--- src/hw/rtl/bbf_pkg.sv ---
// Shared types and constants of the blocked Bloom filter.
package bbf_pkg;

    localparam int SLOT_BITS     = 512;
    localparam int WORD_BITS     = 64;
    localparam int WORDS_PER_SLOT = SLOT_BITS / WORD_BITS;
    localparam int WSEL_W        = $clog2(WORDS_PER_SLOT);
    localparam int BIT_W         = $clog2(SLOT_BITS);
    localparam int OFS_W         = $clog2(WORD_BITS);
    localparam int HASH_W        = 64;
    localparam int NUM_W         = HASH_W - BIT_W;
    localparam int DIV_W         = 17;
    localparam int DCNT_W        = 6;
    localparam int CNT_W         = 5;
    localparam int TOTAL_W       = 11;
    localparam int CMD_W         = 2;

    localparam logic [CNT_W-1:0]   SWAP_PROBE    = 5'd8;
    localparam logic [CNT_W-1:0]   REFILL_PROBE  = 5'd15;
    localparam logic [CNT_W-1:0]   MIN_LIMIT     = 5'd2;
    localparam logic [CNT_W-1:0]   LIMIT_RESET   = 5'd8;
    localparam logic [TOTAL_W-1:0] TOTAL_RESET   = 11'd1024;

    localparam logic [CMD_W-1:0] CMD_ADD   = 2'd0;
    localparam logic [CMD_W-1:0] CMD_QUERY = 2'd1;
    localparam logic [CMD_W-1:0] CMD_CLEAR = 2'd2;

    localparam logic REG_SLOT_TOTAL  = 1'b0;
    localparam logic REG_PROBE_LIMIT = 1'b1;

    typedef struct packed {
        logic load;
        logic div_step;
        logic probe_rd;
        logic probe_wr;
        logic next_probe;
        logic clr_start;
        logic clr_step;
    } t_cmd;

    typedef struct packed {
        logic div_done;
        logic probe_last;
        logic bit_set;
        logic clr_last;
    } t_sts;

endpackage

--- src/hw/rtl/bbf_ctrl.sv ---
// Controller state machine that sequences accept, remainder, probes, clearing and result.
module bbf_ctrl (
    input  logic                      i_clk,
    input  logic                      i_rst_n,
    input  logic                      i_valid,
    input  logic [bbf_pkg::CMD_W-1:0] i_command,
    output logic                      o_ready,
    input  logic                      i_out_busy,
    output logic                      o_done,
    output logic                      o_found,
    output bbf_pkg::t_cmd             o_cmd,
    input  bbf_pkg::t_sts             i_sts
);

    localparam logic [2:0] ST_CLR  = 3'd0;
    localparam logic [2:0] ST_IDLE = 3'd1;
    localparam logic [2:0] ST_DIV  = 3'd2;
    localparam logic [2:0] ST_RD   = 3'd3;
    localparam logic [2:0] ST_CHK  = 3'd4;
    localparam logic [2:0] ST_FIN  = 3'd5;

    logic [2:0]                r_state, n_state;
    logic [bbf_pkg::CMD_W-1:0] r_command, n_command;
    logic                      r_found, n_found;

    always_comb begin
        n_state   = r_state;
        n_command = r_command;
        n_found   = r_found;
        o_cmd     = '0;
        o_ready   = 1'b0;
        o_done    = 1'b0;
        case (r_state)
            ST_CLR: begin
                o_cmd.clr_step = 1'b1;
                if (i_sts.clr_last) begin
                    n_found = 1'b1;
                    n_state = (r_command == bbf_pkg::CMD_CLEAR) ? ST_FIN : ST_IDLE;
                end
            end
            ST_IDLE: begin
                o_ready = 1'b1;
                if (i_valid) begin
                    n_command = i_command;
                    case (i_command)
                        bbf_pkg::CMD_ADD, bbf_pkg::CMD_QUERY: begin
                            o_cmd.load = 1'b1;
                            n_state    = ST_DIV;
                        end
                        bbf_pkg::CMD_CLEAR: begin
                            o_cmd.clr_start = 1'b1;
                            n_state         = ST_CLR;
                        end
                        default: begin
                            n_found = 1'b0;
                            n_state = ST_FIN;
                        end
                    endcase
                end
            end
            ST_DIV: begin
                if (i_sts.div_done) begin
                    o_cmd.probe_rd = 1'b1;
                    n_state        = ST_CHK;
                end else begin
                    o_cmd.div_step = 1'b1;
                end
            end
            ST_RD: begin
                o_cmd.probe_rd = 1'b1;
                n_state        = ST_CHK;
            end
            ST_CHK: begin
                if (r_command == bbf_pkg::CMD_ADD) begin
                    o_cmd.probe_wr = 1'b1;
                end
                if (r_command == bbf_pkg::CMD_QUERY && !i_sts.bit_set) begin
                    n_found = 1'b0;
                    n_state = ST_FIN;
                end else if (i_sts.probe_last) begin
                    n_found = 1'b1;
                    n_state = ST_FIN;
                end else begin
                    o_cmd.next_probe = 1'b1;
                    n_state          = ST_RD;
                end
            end
            ST_FIN: begin
                if (!i_out_busy) begin
                    o_done  = 1'b1;
                    n_state = ST_IDLE;
                end
            end
            default: begin
                n_state = ST_IDLE;
            end
        endcase
    end

    assign o_found = r_found;

    always_ff @(posedge i_clk) begin
        if (!i_rst_n) begin
            r_state   <= ST_CLR;
            r_command <= bbf_pkg::CMD_ADD;
            r_found   <= 1'b0;
        end else begin
            r_state   <= n_state;
            r_command <= n_command;
            r_found   <= n_found;
        end
    end

    a_done_needs_room: assert property (@(posedge i_clk) disable iff (!i_rst_n)
        o_done |-> !i_out_busy) else $error("Result issued while output is occupied.");

    a_chk_after_read: assert property (@(posedge i_clk) disable iff (!i_rst_n)
        (r_state == ST_CHK) |-> ($past(r_state) == ST_RD || $past(r_state) == ST_DIV))
        else $error("Probe check without a preceding read.");

    a_clear_complete: assert property (@(posedge i_clk) disable iff (!i_rst_n)
        (r_state == ST_CLR && n_state != ST_CLR) |-> i_sts.clr_last)
        else $error("Clearing pass left early.");

    a_write_only_add: assert property (@(posedge i_clk) disable iff (!i_rst_n)
        o_cmd.probe_wr |-> (r_command == bbf_pkg::CMD_ADD))
        else $error("Store written by a non-add transfer.");

endmodule

--- config.mk ---
export PLATFORM = sky130hd
export DESIGN_NAME = bbf_ctrl
export DESIGN_NICKNAME = d
export VERILOG_FILES = /design/src/hw/rtl/bbf_pkg.sv /design/src/hw/rtl/bbf_ctrl.sv
export SDC_FILE = /design/constraint.sdc
export NUM_CORES = 1
export LEC_CHECK = 0
export ABC_AREA = 1
export BUFFER_PORTS_ARGS = -buffer_cell sky130_fd_sc_hd__buf_2
export CELL_PAD_IN_SITES_DETAIL_PLACEMENT = 1
export CELL_PAD_IN_SITES_GLOBAL_PLACEMENT = 1
export CORE_UTILIZATION = 29
export CTS_BUF_LIST = sky130_fd_sc_hd__clkbuf_8
export DETAILED_ROUTE_END_ITERATION = 7
export GPL_TIMING_DRIVEN = 1
export HOLD_SLACK_MARGIN = 0.15
export PLACE_DENSITY_LB_ADDON = 0.1
export SKIP_CTS_REPAIR_TIMING = 1
export SLEW_MARGIN = 20
export SYNTH_ARGS = -nofsm -noshare
export SYNTH_HDL_FRONTEND = slang
export SYNTH_SLANG_ARGS = --single-unit
export TNS_END_PERCENT = 20
--- constraint.sdc ---
create_clock -name i_clk -period 1.4 [get_ports i_clk]
set_input_delay 0.14 -clock i_clk [delete_from_list [all_inputs] [get_ports i_clk]]
set_output_delay 0.14 -clock i_clk [all_outputs]
set_load 0.02 [all_outputs]
==> results.md, run 1 <==
- Nets: 111
- Yosys warns: 0
- Count leader, synth: nand2_1
- ANT cells: 0
- #FFs+latches synth: 6
- FILL cells: 189
- Synth Area in Compound Gates: 11.9%
- CP startpoint: r_state[2]
- GRT overflow: 0
- Clk sinks: 6
- CTS Buf Count: 3
- Routed Antenna Nets: 0
- Met1 Routed Length: 556 um
- Port-buffer cells: 19
- Pleak: 0.368 nW
- CP max-delay cell: dfxtp_4
- Critical R2R Capture: o_found
- Main synth FF type: dfxtp_1
- Placed instance area: 534 sq um
- Synth Area in Simple Gates: 44.3%
- Met2 routed WL: 606 um
- Synth Instances: 74
- Largest net degree at the start of global routing: 7
- Syn Nets: 84
- Critical Path AT: 1230 ps
- Die H: 40.1 um
- Skew-Pair Late Insertion Delay: 220 ps
- Critical Path End: o_cmd[1]
- GRT Resource Usage Total: 16.8%
- Synth area leaders: dfxtp_1 (29%), nand2_1 (14%), inv_1 (13%), nor2_1 (11%), nand3_1 (8.3%)
- H-tree depth: 1
- Post-synthesis mux area share: 0%
- Share of cells above drive strength 1: 40.4%
- First-pass DRT Iterations: 4
- Ys async rst share: 0%
- Worst path bufs/invs: 3
- Number of enable flip-flop cells after synthesis: 0
- WL met3: 74 um
- DR vias/cell: 4.73
- CTS tree: built
- Setup CP Type: reg2out
- Mapped cell area: 420 sq um
- Yosys top cell area share: 28.6%
- R2r startpoint: r_state[2]
- Status: completed
- Part of the cycle the worst path needs: 97.5%
- Dpl cells: 108
- Total wire length: 1.25 mm
- HP Class: in2reg
- Placer Congestion: 0.728
- Setup crit start kind: flop
- Residual DRC: 0
- Row count: 13
- Initial core utilization: 31.9%
- Slew @ Worst Pin: 253 ps
- Crit Path Max Fanout: 6
- Worst Path Required: 1260 ps
- Top Ports: 20
- PD cells: 1280 nW/um^2
- Area share of fa/ha/maj cells after synthesis: 0%
- Final setup fails: 0
- Sequential element share of the synthesized area: 28.6%
- CP Capture Type: output port
- Crit path depth: 6
- Synth cell types: 16
- Crit-path cells: inv_4 > nand3_4 > nor2_4 > inv_2 > nor3_2 > buf_4
- Vias in the first global route: 423
- Final Max Tran Viols: 0
- Final Instance Area: 647 sq um
- Post-Syn Area per Cell: 5.68 sq um
- Maximum VDD drop: 0.000539 V
- Reg2reg path depth: 8
- WL/cell: 11.0 um
- Chip width: 40.1 um
- Clock root cell: clkbuf_8
- Via count: 539
- Relative slew slack: 83.0%
- Setup_tns: 0 ps
- Max Cap Viol: 0
- Post-Layout Cell Count: 114
- Final hold vios: 0
- Clock transition at path regs: 40 ps
- DR top layer: met4
- Fmax: 0.732 GHz
- DP Wirelength: 963 um
- Detailed Route Iter0 Violations: 7
- Area growth syn-to-layout: 53.9%
- Family with the most delay on the worst path: flip-flops
- Antenna violations before repair: 0
- Synth cell count leaders: nand2_1 (16), inv_1 (15), nor2_1 (12)
- Layout Skew: 0.429 ps
- First-pass GRT wire length: 1.72 mm
- Placeable Area: 1320 sq um
- Cell taking the most area after synthesis: dfxtp_1
- Crit-path max cell delay: 360 ps
- R2r setup slk: 190 ps
- Deepest clock path buffer count: 2
- Unrepaired setup endpoints after global routing: yes
- Synth Area in XOR/XNOR: 0%
- Final Critical Period: 1370 ps
- Largest family of logic cells by synthesized area: simple AND/OR/NAND/NOR gates
- Full die area: 1610 sq um
## final cells by class
class                   instances  area, sq um  area share, %
multi-input cells              51          272           42.0
flip-flops and latches          6          126           19.5
repair buffers                 22          123           19.0
inverters                      17         66.3           10.3
clock buffers                   3         41.3           6.38
well taps                      15         18.8           2.90
## per-layer routing
metal	up-vias	track usage [%]
met5	-	0
met4	0	10.3
met3	2	5.00
met2	15	26.2
met1	241	20.1
li1	281	-
## kinds of logic after synthesis
logic type / Yosys count
simple gates: 42
compound gates: 9
flops: 6
buf+inv: 17
## registers in the layout, summed over array words and instances, names as in the netlist
name	count
r_command	2
o_found	1
r_state	3
## metrics by stage
step / setup WS, ps / total power, mW / utilization, % / hold slack [ps]
2_1_floorplan: 90.8 / 0.432 / - / 261
3_3_place_gp: 144 / 0.520 / 40.6 / 403
3_5_place_dp: 112 / 0.521 / 40.6 / 410
4_1_cts: -121 / 0.786 / 43.7 / 180
5_1_grt: -30.1 / 0.886 / 49.1 / 203
6_report: 34.7 / 0.829 / 49.1 / 177
## worst min-delay path by stage
stage                 start       to  depth (start not counted)
finish              i_rst_n  o_found                          3
global route        i_rst_n  o_found                          3
CTS                 i_rst_n  o_found                          3
detailed placement  i_rst_n  o_found                          3
global placement    i_rst_n  o_found                          3
floorplan           i_rst_n  o_found                          2
## power by group
| part | leakage (nW) | total (mW) | switching, mW | internal, mW |
|---|---|---|---|---|
| Combinational | 0.296 | 0.339 | 0.210 | 0.128 |
| Sequential | 0.0507 | 0.231 | 0.0301 | 0.201 |
| Clock | 0.0216 | 0.259 | 0.0742 | 0.185 |
## layout by cell type (no fill, tap or decap), types with 2 or more instances in the layout
cell	instances
buf_2	17
nand2_1	16
inv_1	14
nor2_1	9
nand3_1	6
buf_4	5
nor2_2	4
a21oi_1	4
clkbuf_8	3
dfxtp_1	3
inv_2	2
nor3_2	2
o21ai_0	2
dfxtp_2	2
## worst min-delay path: cells and delay by family
family,cells,cell delay (ps)
buf+inv,1,120
simple gates,2,90
(Power assumes the default switching activity.)
==> inputs of run 2 (changes only) <==
- PLACE_DENSITY: unset -> 0.83
- PLACE_DENSITY_LB_ADDON: 0.1 -> unset
==> run 2 against run 1 <==
Register-to-register slack better by 30 ps. Die area unchanged. Sequential share of layout area increased by 0.79 points. Flip-flop and latch count is the same. Combinational power fell by 6.5%. Cell area decreased by 3.9%. Critical path depth stayed put. Global-route usage up 1.8 points. Setup slack gained 8.5 ps. Via count shrank 0.74%. Critical endpoint unchanged. Largest cell class unchanged.
==> results.md, run 2 (synthesis results as in run 1) <==
- Placer Congestion: 0.759 (+4.2%)
- Port-buffer cells: 19 (unchanged)
- CP max-delay cell: dfxtp_4
- Top reg by flops: r_state
- Most frequent cells in the layout: buf_2 (17), nand2_1 (16), inv_1 (15)
- Die H: 40.1 um (unchanged)
- DP Worst Slack: 150 ps (+38.1 ps)
- Combinational power share: 39.2% (-1.7 points)
- Family with the most delay on the worst path: flip-flops
- Sequential group share of total power: 28.4% (+0.5 points)
- Total wire length: 1.28 mm (+1.8%)
- Final hold vios: 0 (unchanged)
- Slew @ Worst Pin: 260 ps (+7.10 ps)
- Final Instance Area: 622 sq um (-3.9%)
- Nets: 109 (-1.8%)
- Critical Path AT: 1220 ps (about the same)
- Share of cells above drive strength 1: 37.1% (-3.3 points)
- Via count: 535 (-0.74%)
- Antenna violations before repair: 0 (unchanged)
- Top Ports: 20 (unchanged)
- PD cells: 1300 nW/um^2 (+1.5%)
- Largest net degree at the start of global routing: 7 (unchanged)
- Row count: 13 (unchanged)
- Status: completed
- DP Wirelength: 1.02 mm (+6.2%)
- Final Util: 47.2% (-1.9 points)
- Final Max Tran Viols: 0 (unchanged)
- GRT overflow: 0 (unchanged)
- Worst Path Required: 1260 ps (about the same)
- Fmax: 0.737 GHz (+0.63%)
- Chip width: 40.1 um (unchanged)
- Deepest clock path buffer count: 2 (unchanged)
- Worst hold slack: 184 ps (+6.79 ps)
- Clock root cell: clkbuf_8
- Int Pwr: 0.498 mW (-3.1%)
- Clock transition at path regs: 40 ps (about the same)
- Unrepaired setup endpoints after global routing: yes
- First-pass DRT Iterations: 4 (unchanged)
- Skew-Pair Late Insertion Delay: 220 ps (about the same)
- Max Cap Viol: 0 (unchanged)
- Vias in the first global route: 501 (+18%)
- Tot Pwr: 0.809 mW (-2.4%)
- Final Critical Period: 1360 ps (-8.48 ps)
- CTS Buf Count: 3 (unchanged)
- H-tree depth: 1 (unchanged)
- Setup CP Type: reg2out
- Placeable Area: 1320 sq um (unchanged)
- Residual DRC: 0 (unchanged)
- Sw Pwr: 0.311 mW (-1.2%)
- HP Class: in2reg
- Worst path bufs/invs: 3 (unchanged)
- CTS tree: built
- Pleak: 0.356 nW (-3.2%)
- Crit Path Max Fanout: 6 (unchanged)
- Clk sinks: 6 (unchanged)
- Detailed Route Iter0 Violations: 4 (-3)
- Initial core utilization: 31.9% (unchanged)
- Placed instance area: 542 sq um (+1.4%)
- Most common cell after layout, fill and taps aside: buf_2
- Post-Layout Cell Count: 112 (-1.8%)
- WL/cell: 11.4 um (+3.7%)
- Layout Skew: 4.60 ps (+4.17 ps)
- Busiest grt layer: met2
- Setup crit start kind: flop
- M2 GR Usage: 32.7% (+6.5 points)
- Relative slew slack: 82.5% (-0.43 points)
- Sw frac: 38.4% (+0.48 points)
- Setup_tns: 0 ps (unchanged)
- Clk pwr share: 32.4% (+1.2 points)
- Full die area: 1610 sq um (unchanged)
- GRT Resource Usage Total: 18.6% (+1.8 points)
- Area growth syn-to-layout: 47.9%
- Max reg flops: 3 (unchanged)
- Routed Antenna Nets: 0 (unchanged)
- Crit-path max cell delay: 360 ps (about the same)
- ANT cells: 0 (unchanged)
- CP Capture Type: output port
- Maximum VDD drop: 0.000997 V (+85%)
- Final setup fails: 0 (unchanged)
- Slack of the critical path: 43.2 ps (+8.48 ps)
- Met3 GRT Util: 10.6% (+5.6 points)
- DR vias/cell: 4.78 (+1.0%)
- Dpl cells: 109 (+0.93%)
- Global Route met1 Usage: 19.9% (-0.13 points)
- First-pass GRT wire length: 1.97 mm (+14%)
- Crit-path cells: inv_4 > nand3_4 > nor2_2 > inv_1 > nor3_2 > buf_4
- Part of the cycle the worst path needs: 96.9% (-0.61 points)
==> run 2: cell count changes in the layout (fill, tap and decap cells not counted) <==
cell / previous run / this run
buf_4: 5 / 3
inv_1: 14 / 15
inv_2: 2 / 1
nor2_2: 4 / 5
nor2_4: 1 / 0
nor3_1: 0 / 1
nor3_2: 2 / 1
==> run 2: layout make-up <==
class,instances,area (sq um)
clock buffer,3,41.3
fill,196,696
inverter,17,66.3
multi-input combinational,51,262
sequential,6,126
tap,15,18.8
timing repair buffer,20,108
==> run 2: final timing paths <==
kind / start / to / slack (ps) / cells past startpoint
max: r_state[2] / o_cmd[1] / 40 / 6
min reg2reg: o_found / o_found / 510 / 4
min: i_rst_n / o_found / 180 / 3
max reg2reg: r_state[0] / o_found / 220 / 6
==> run 2: power by group through the flow <==
stage          Sequential, mW  Clock [mW]  Combinational (mW)
2_1_floorplan           0.231           0               0.201
3_3_place_gp            0.225           0               0.296
3_5_place_dp            0.226           0               0.300
4_1_cts                 0.224       0.267               0.302
5_1_grt                 0.234       0.280               0.357
6_report                0.230       0.262               0.317
==> run 2: metal layers <==
layer,wire [um],vias to the layer above
met4,0,0
met3,91,0
met1,510,240
met5,0,-
li1,-,278
met2,673,17
==> run 2: worst register-to-register path, stage by stage, from the launching register on <==
cell and delay [ps]:
dfxtp_2 340, nor2_2 150, nand2_1 140, o21ai_0 230, nand3_1 100, nand2_1 80, nor2_1 40
==> inputs of run 3 (changes only) <==
- PLACE_DENSITY: 0.83 -> 0.75
==> run 3 against run 2 <==
Core utilization increased by 0.76 points. Fmax decreased by 0.51%. Cell area increased by 1.6%. Critical path depth unchanged. Die area unchanged. Critical endpoint is now o_cmd[6].
==> results.md, run 3 (synthesis results as in run 1) <==
- Relative slew slack: 82.4% (-0.090 points)
- Most common cell after layout, fill and taps aside: buf_2
- Worst Path Required: 1260 ps (about the same)
- Top reg by flops: r_state
- Residual DRC: 0 (unchanged)
- Final setup fails: 0 (unchanged)
- H-tree depth: 1 (unchanged)
- Area growth syn-to-layout: 50.3%
- Most frequent cells in the layout: buf_2 (17), nand2_1 (15), inv_1 (14)
- Row count: 13 (unchanged)
- R2r startpoint: r_state[0]
- Via count: 531 (-0.75%)
- Clk sinks: 6 (unchanged)
- PD cells: 1320 nW/um^2 (+1.2%)
- GRT overflow: 0 (unchanged)
- Initial core utilization: 31.9% (unchanged)
- DR vias/cell: 4.66 (-2.5%)
- Dpl cells: 109 (unchanged)
- Full die area: 1610 sq um (unchanged)
- Deepest clock path buffer count: 2 (unchanged)
- Largest net degree at the start of global routing: 7 (unchanged)
- Nets: 111 (+1.8%)
- Pleak: 0.365 nW (+2.6%)
- CP Capture Type: output port
- Setup CP Type: reg2out
- Max reg flops: 3 (unchanged)
- Max Cap Viol: 0 (unchanged)
- Hold Startpoint: i_rst_n
- Top Ports: 20 (unchanged)
- Part of the cycle the worst path needs: 97.4% (+0.49 points)
- CTS Buf Count: 3 (unchanged)
- Post-Layout Cell Count: 114 (+1.8%)
- Layout Skew: 2.56 ps (-2.04 ps)
- Critical Path AT: 1220 ps (about the same)
- CP startpoint: r_state[2]
- Clock transition at path regs: 40 ps (about the same)
- CTS tree: built
- First-pass GRT wire length: 2.08 mm (+5.6%)
- Slew @ Worst Pin: 262 ps (+1.34 ps)
- Unrepaired setup endpoints after global routing: yes
- Vias in the first global route: 528 (+5.4%)
- Antenna violations before repair: 0 (unchanged)
- Final hold vios: 0 (unchanged)
- Status: completed
- GRT Resource Usage Total: 20.4% (+1.7 points)
- ANT cells: 0 (unchanged)
- Fmax: 0.733 GHz (-0.51%)
- Detailed Route Iter0 Violations: 2 (-2)
- Port-buffer cells: 19 (unchanged)
- Final Util: 48.0% (+0.76 points)
- Final Max Tran Viols: 0 (unchanged)
- Placer Congestion: 0.784 (+3.3%)
- Share of cells above drive strength 1: 38.4% (+1.3 points)
- Total wire length: 1.34 mm (+4.8%)
- HP Class: in2reg
- Setup crit start kind: flop
- Maximum VDD drop: 0.000444 V (-55%)
- Placeable Area: 1320 sq um (unchanged)
- Skew-Pair Late Insertion Delay: 220 ps (about the same)
- Die H: 40.1 um (unchanged)
- First-pass DRT Iterations: 4 (unchanged)
- DP Wirelength: 1.05 mm (+3.2%)
- WL/cell: 11.7 um (+2.9%)
- Routed Antenna Nets: 0 (unchanged)
- Final Instance Area: 632 sq um (+1.6%)
- Chip width: 40.1 um (unchanged)
- Placed instance area: 542 sq um (unchanged)
- Clock root cell: clkbuf_8
- Final Critical Period: 1360 ps (+6.89 ps)
- Crit Path Max Fanout: 6 (unchanged)
-- run 3: cell count changes in the layout (fill, tap and decap cells not counted), sizes merged --
cell,before,now
buf,20,22
-- run 3: routing by layer --
metal,share of wire (%),wire (um),track usage (%)
met5,0,0,0
met4,0.82,11,10.3
met3,4.2,56,6.67
met2,51,679,35.5
met1,44,589,21.6
-- run 3: stage by stage --
stage	setup slack (ps)	power (mW)	setup TNS, ps	hold WS (ps)
3_5_place_dp	167	0.526	0	398
4_1_cts	-79.0	0.804	-108	159
5_1_grt	-42.7	0.891	-135	172
2_1_floorplan	90.8	0.432	0	261
6_report	36.3	0.832	0	161
3_3_place_gp	191	0.523	0	393
-- run 3: path summary, 6_finish.rpt --
| kind | end | slack (ps) | cells after the start |
|---|---|---|---|
| worst min-delay path | o_found | 160 | 3 |
| worst max register to register | o_found | 230 | 6 |
| worst min register to register | o_found | 510 | 4 |
| worst max-delay path | o_cmd[6] | 40 | 6 |
-- run 3: final cells by class --
cell class	instances	area, sq um
fillers	195	686
multi-input cells	51	262
flip-flops and latches	6	124
repair buffers	22	123
inverters	17	63.8
clock buffers	3	41.3
well taps	15	18.8
-- run 3: critical path, cell delays in order, from the launching register on --
cell	delay (ps)
dfxtp_2	340
inv_2	100
nand3_4	110
inv_1	90
nand2_1	80
nor2_2	120
buf_4	160
-- run 3: report_power, final --
group,switching (mW),internal (mW)
sequential,0.0274,0.201
clock,0.0828,0.186
combinational,0.213,0.122
total,0.323,0.509
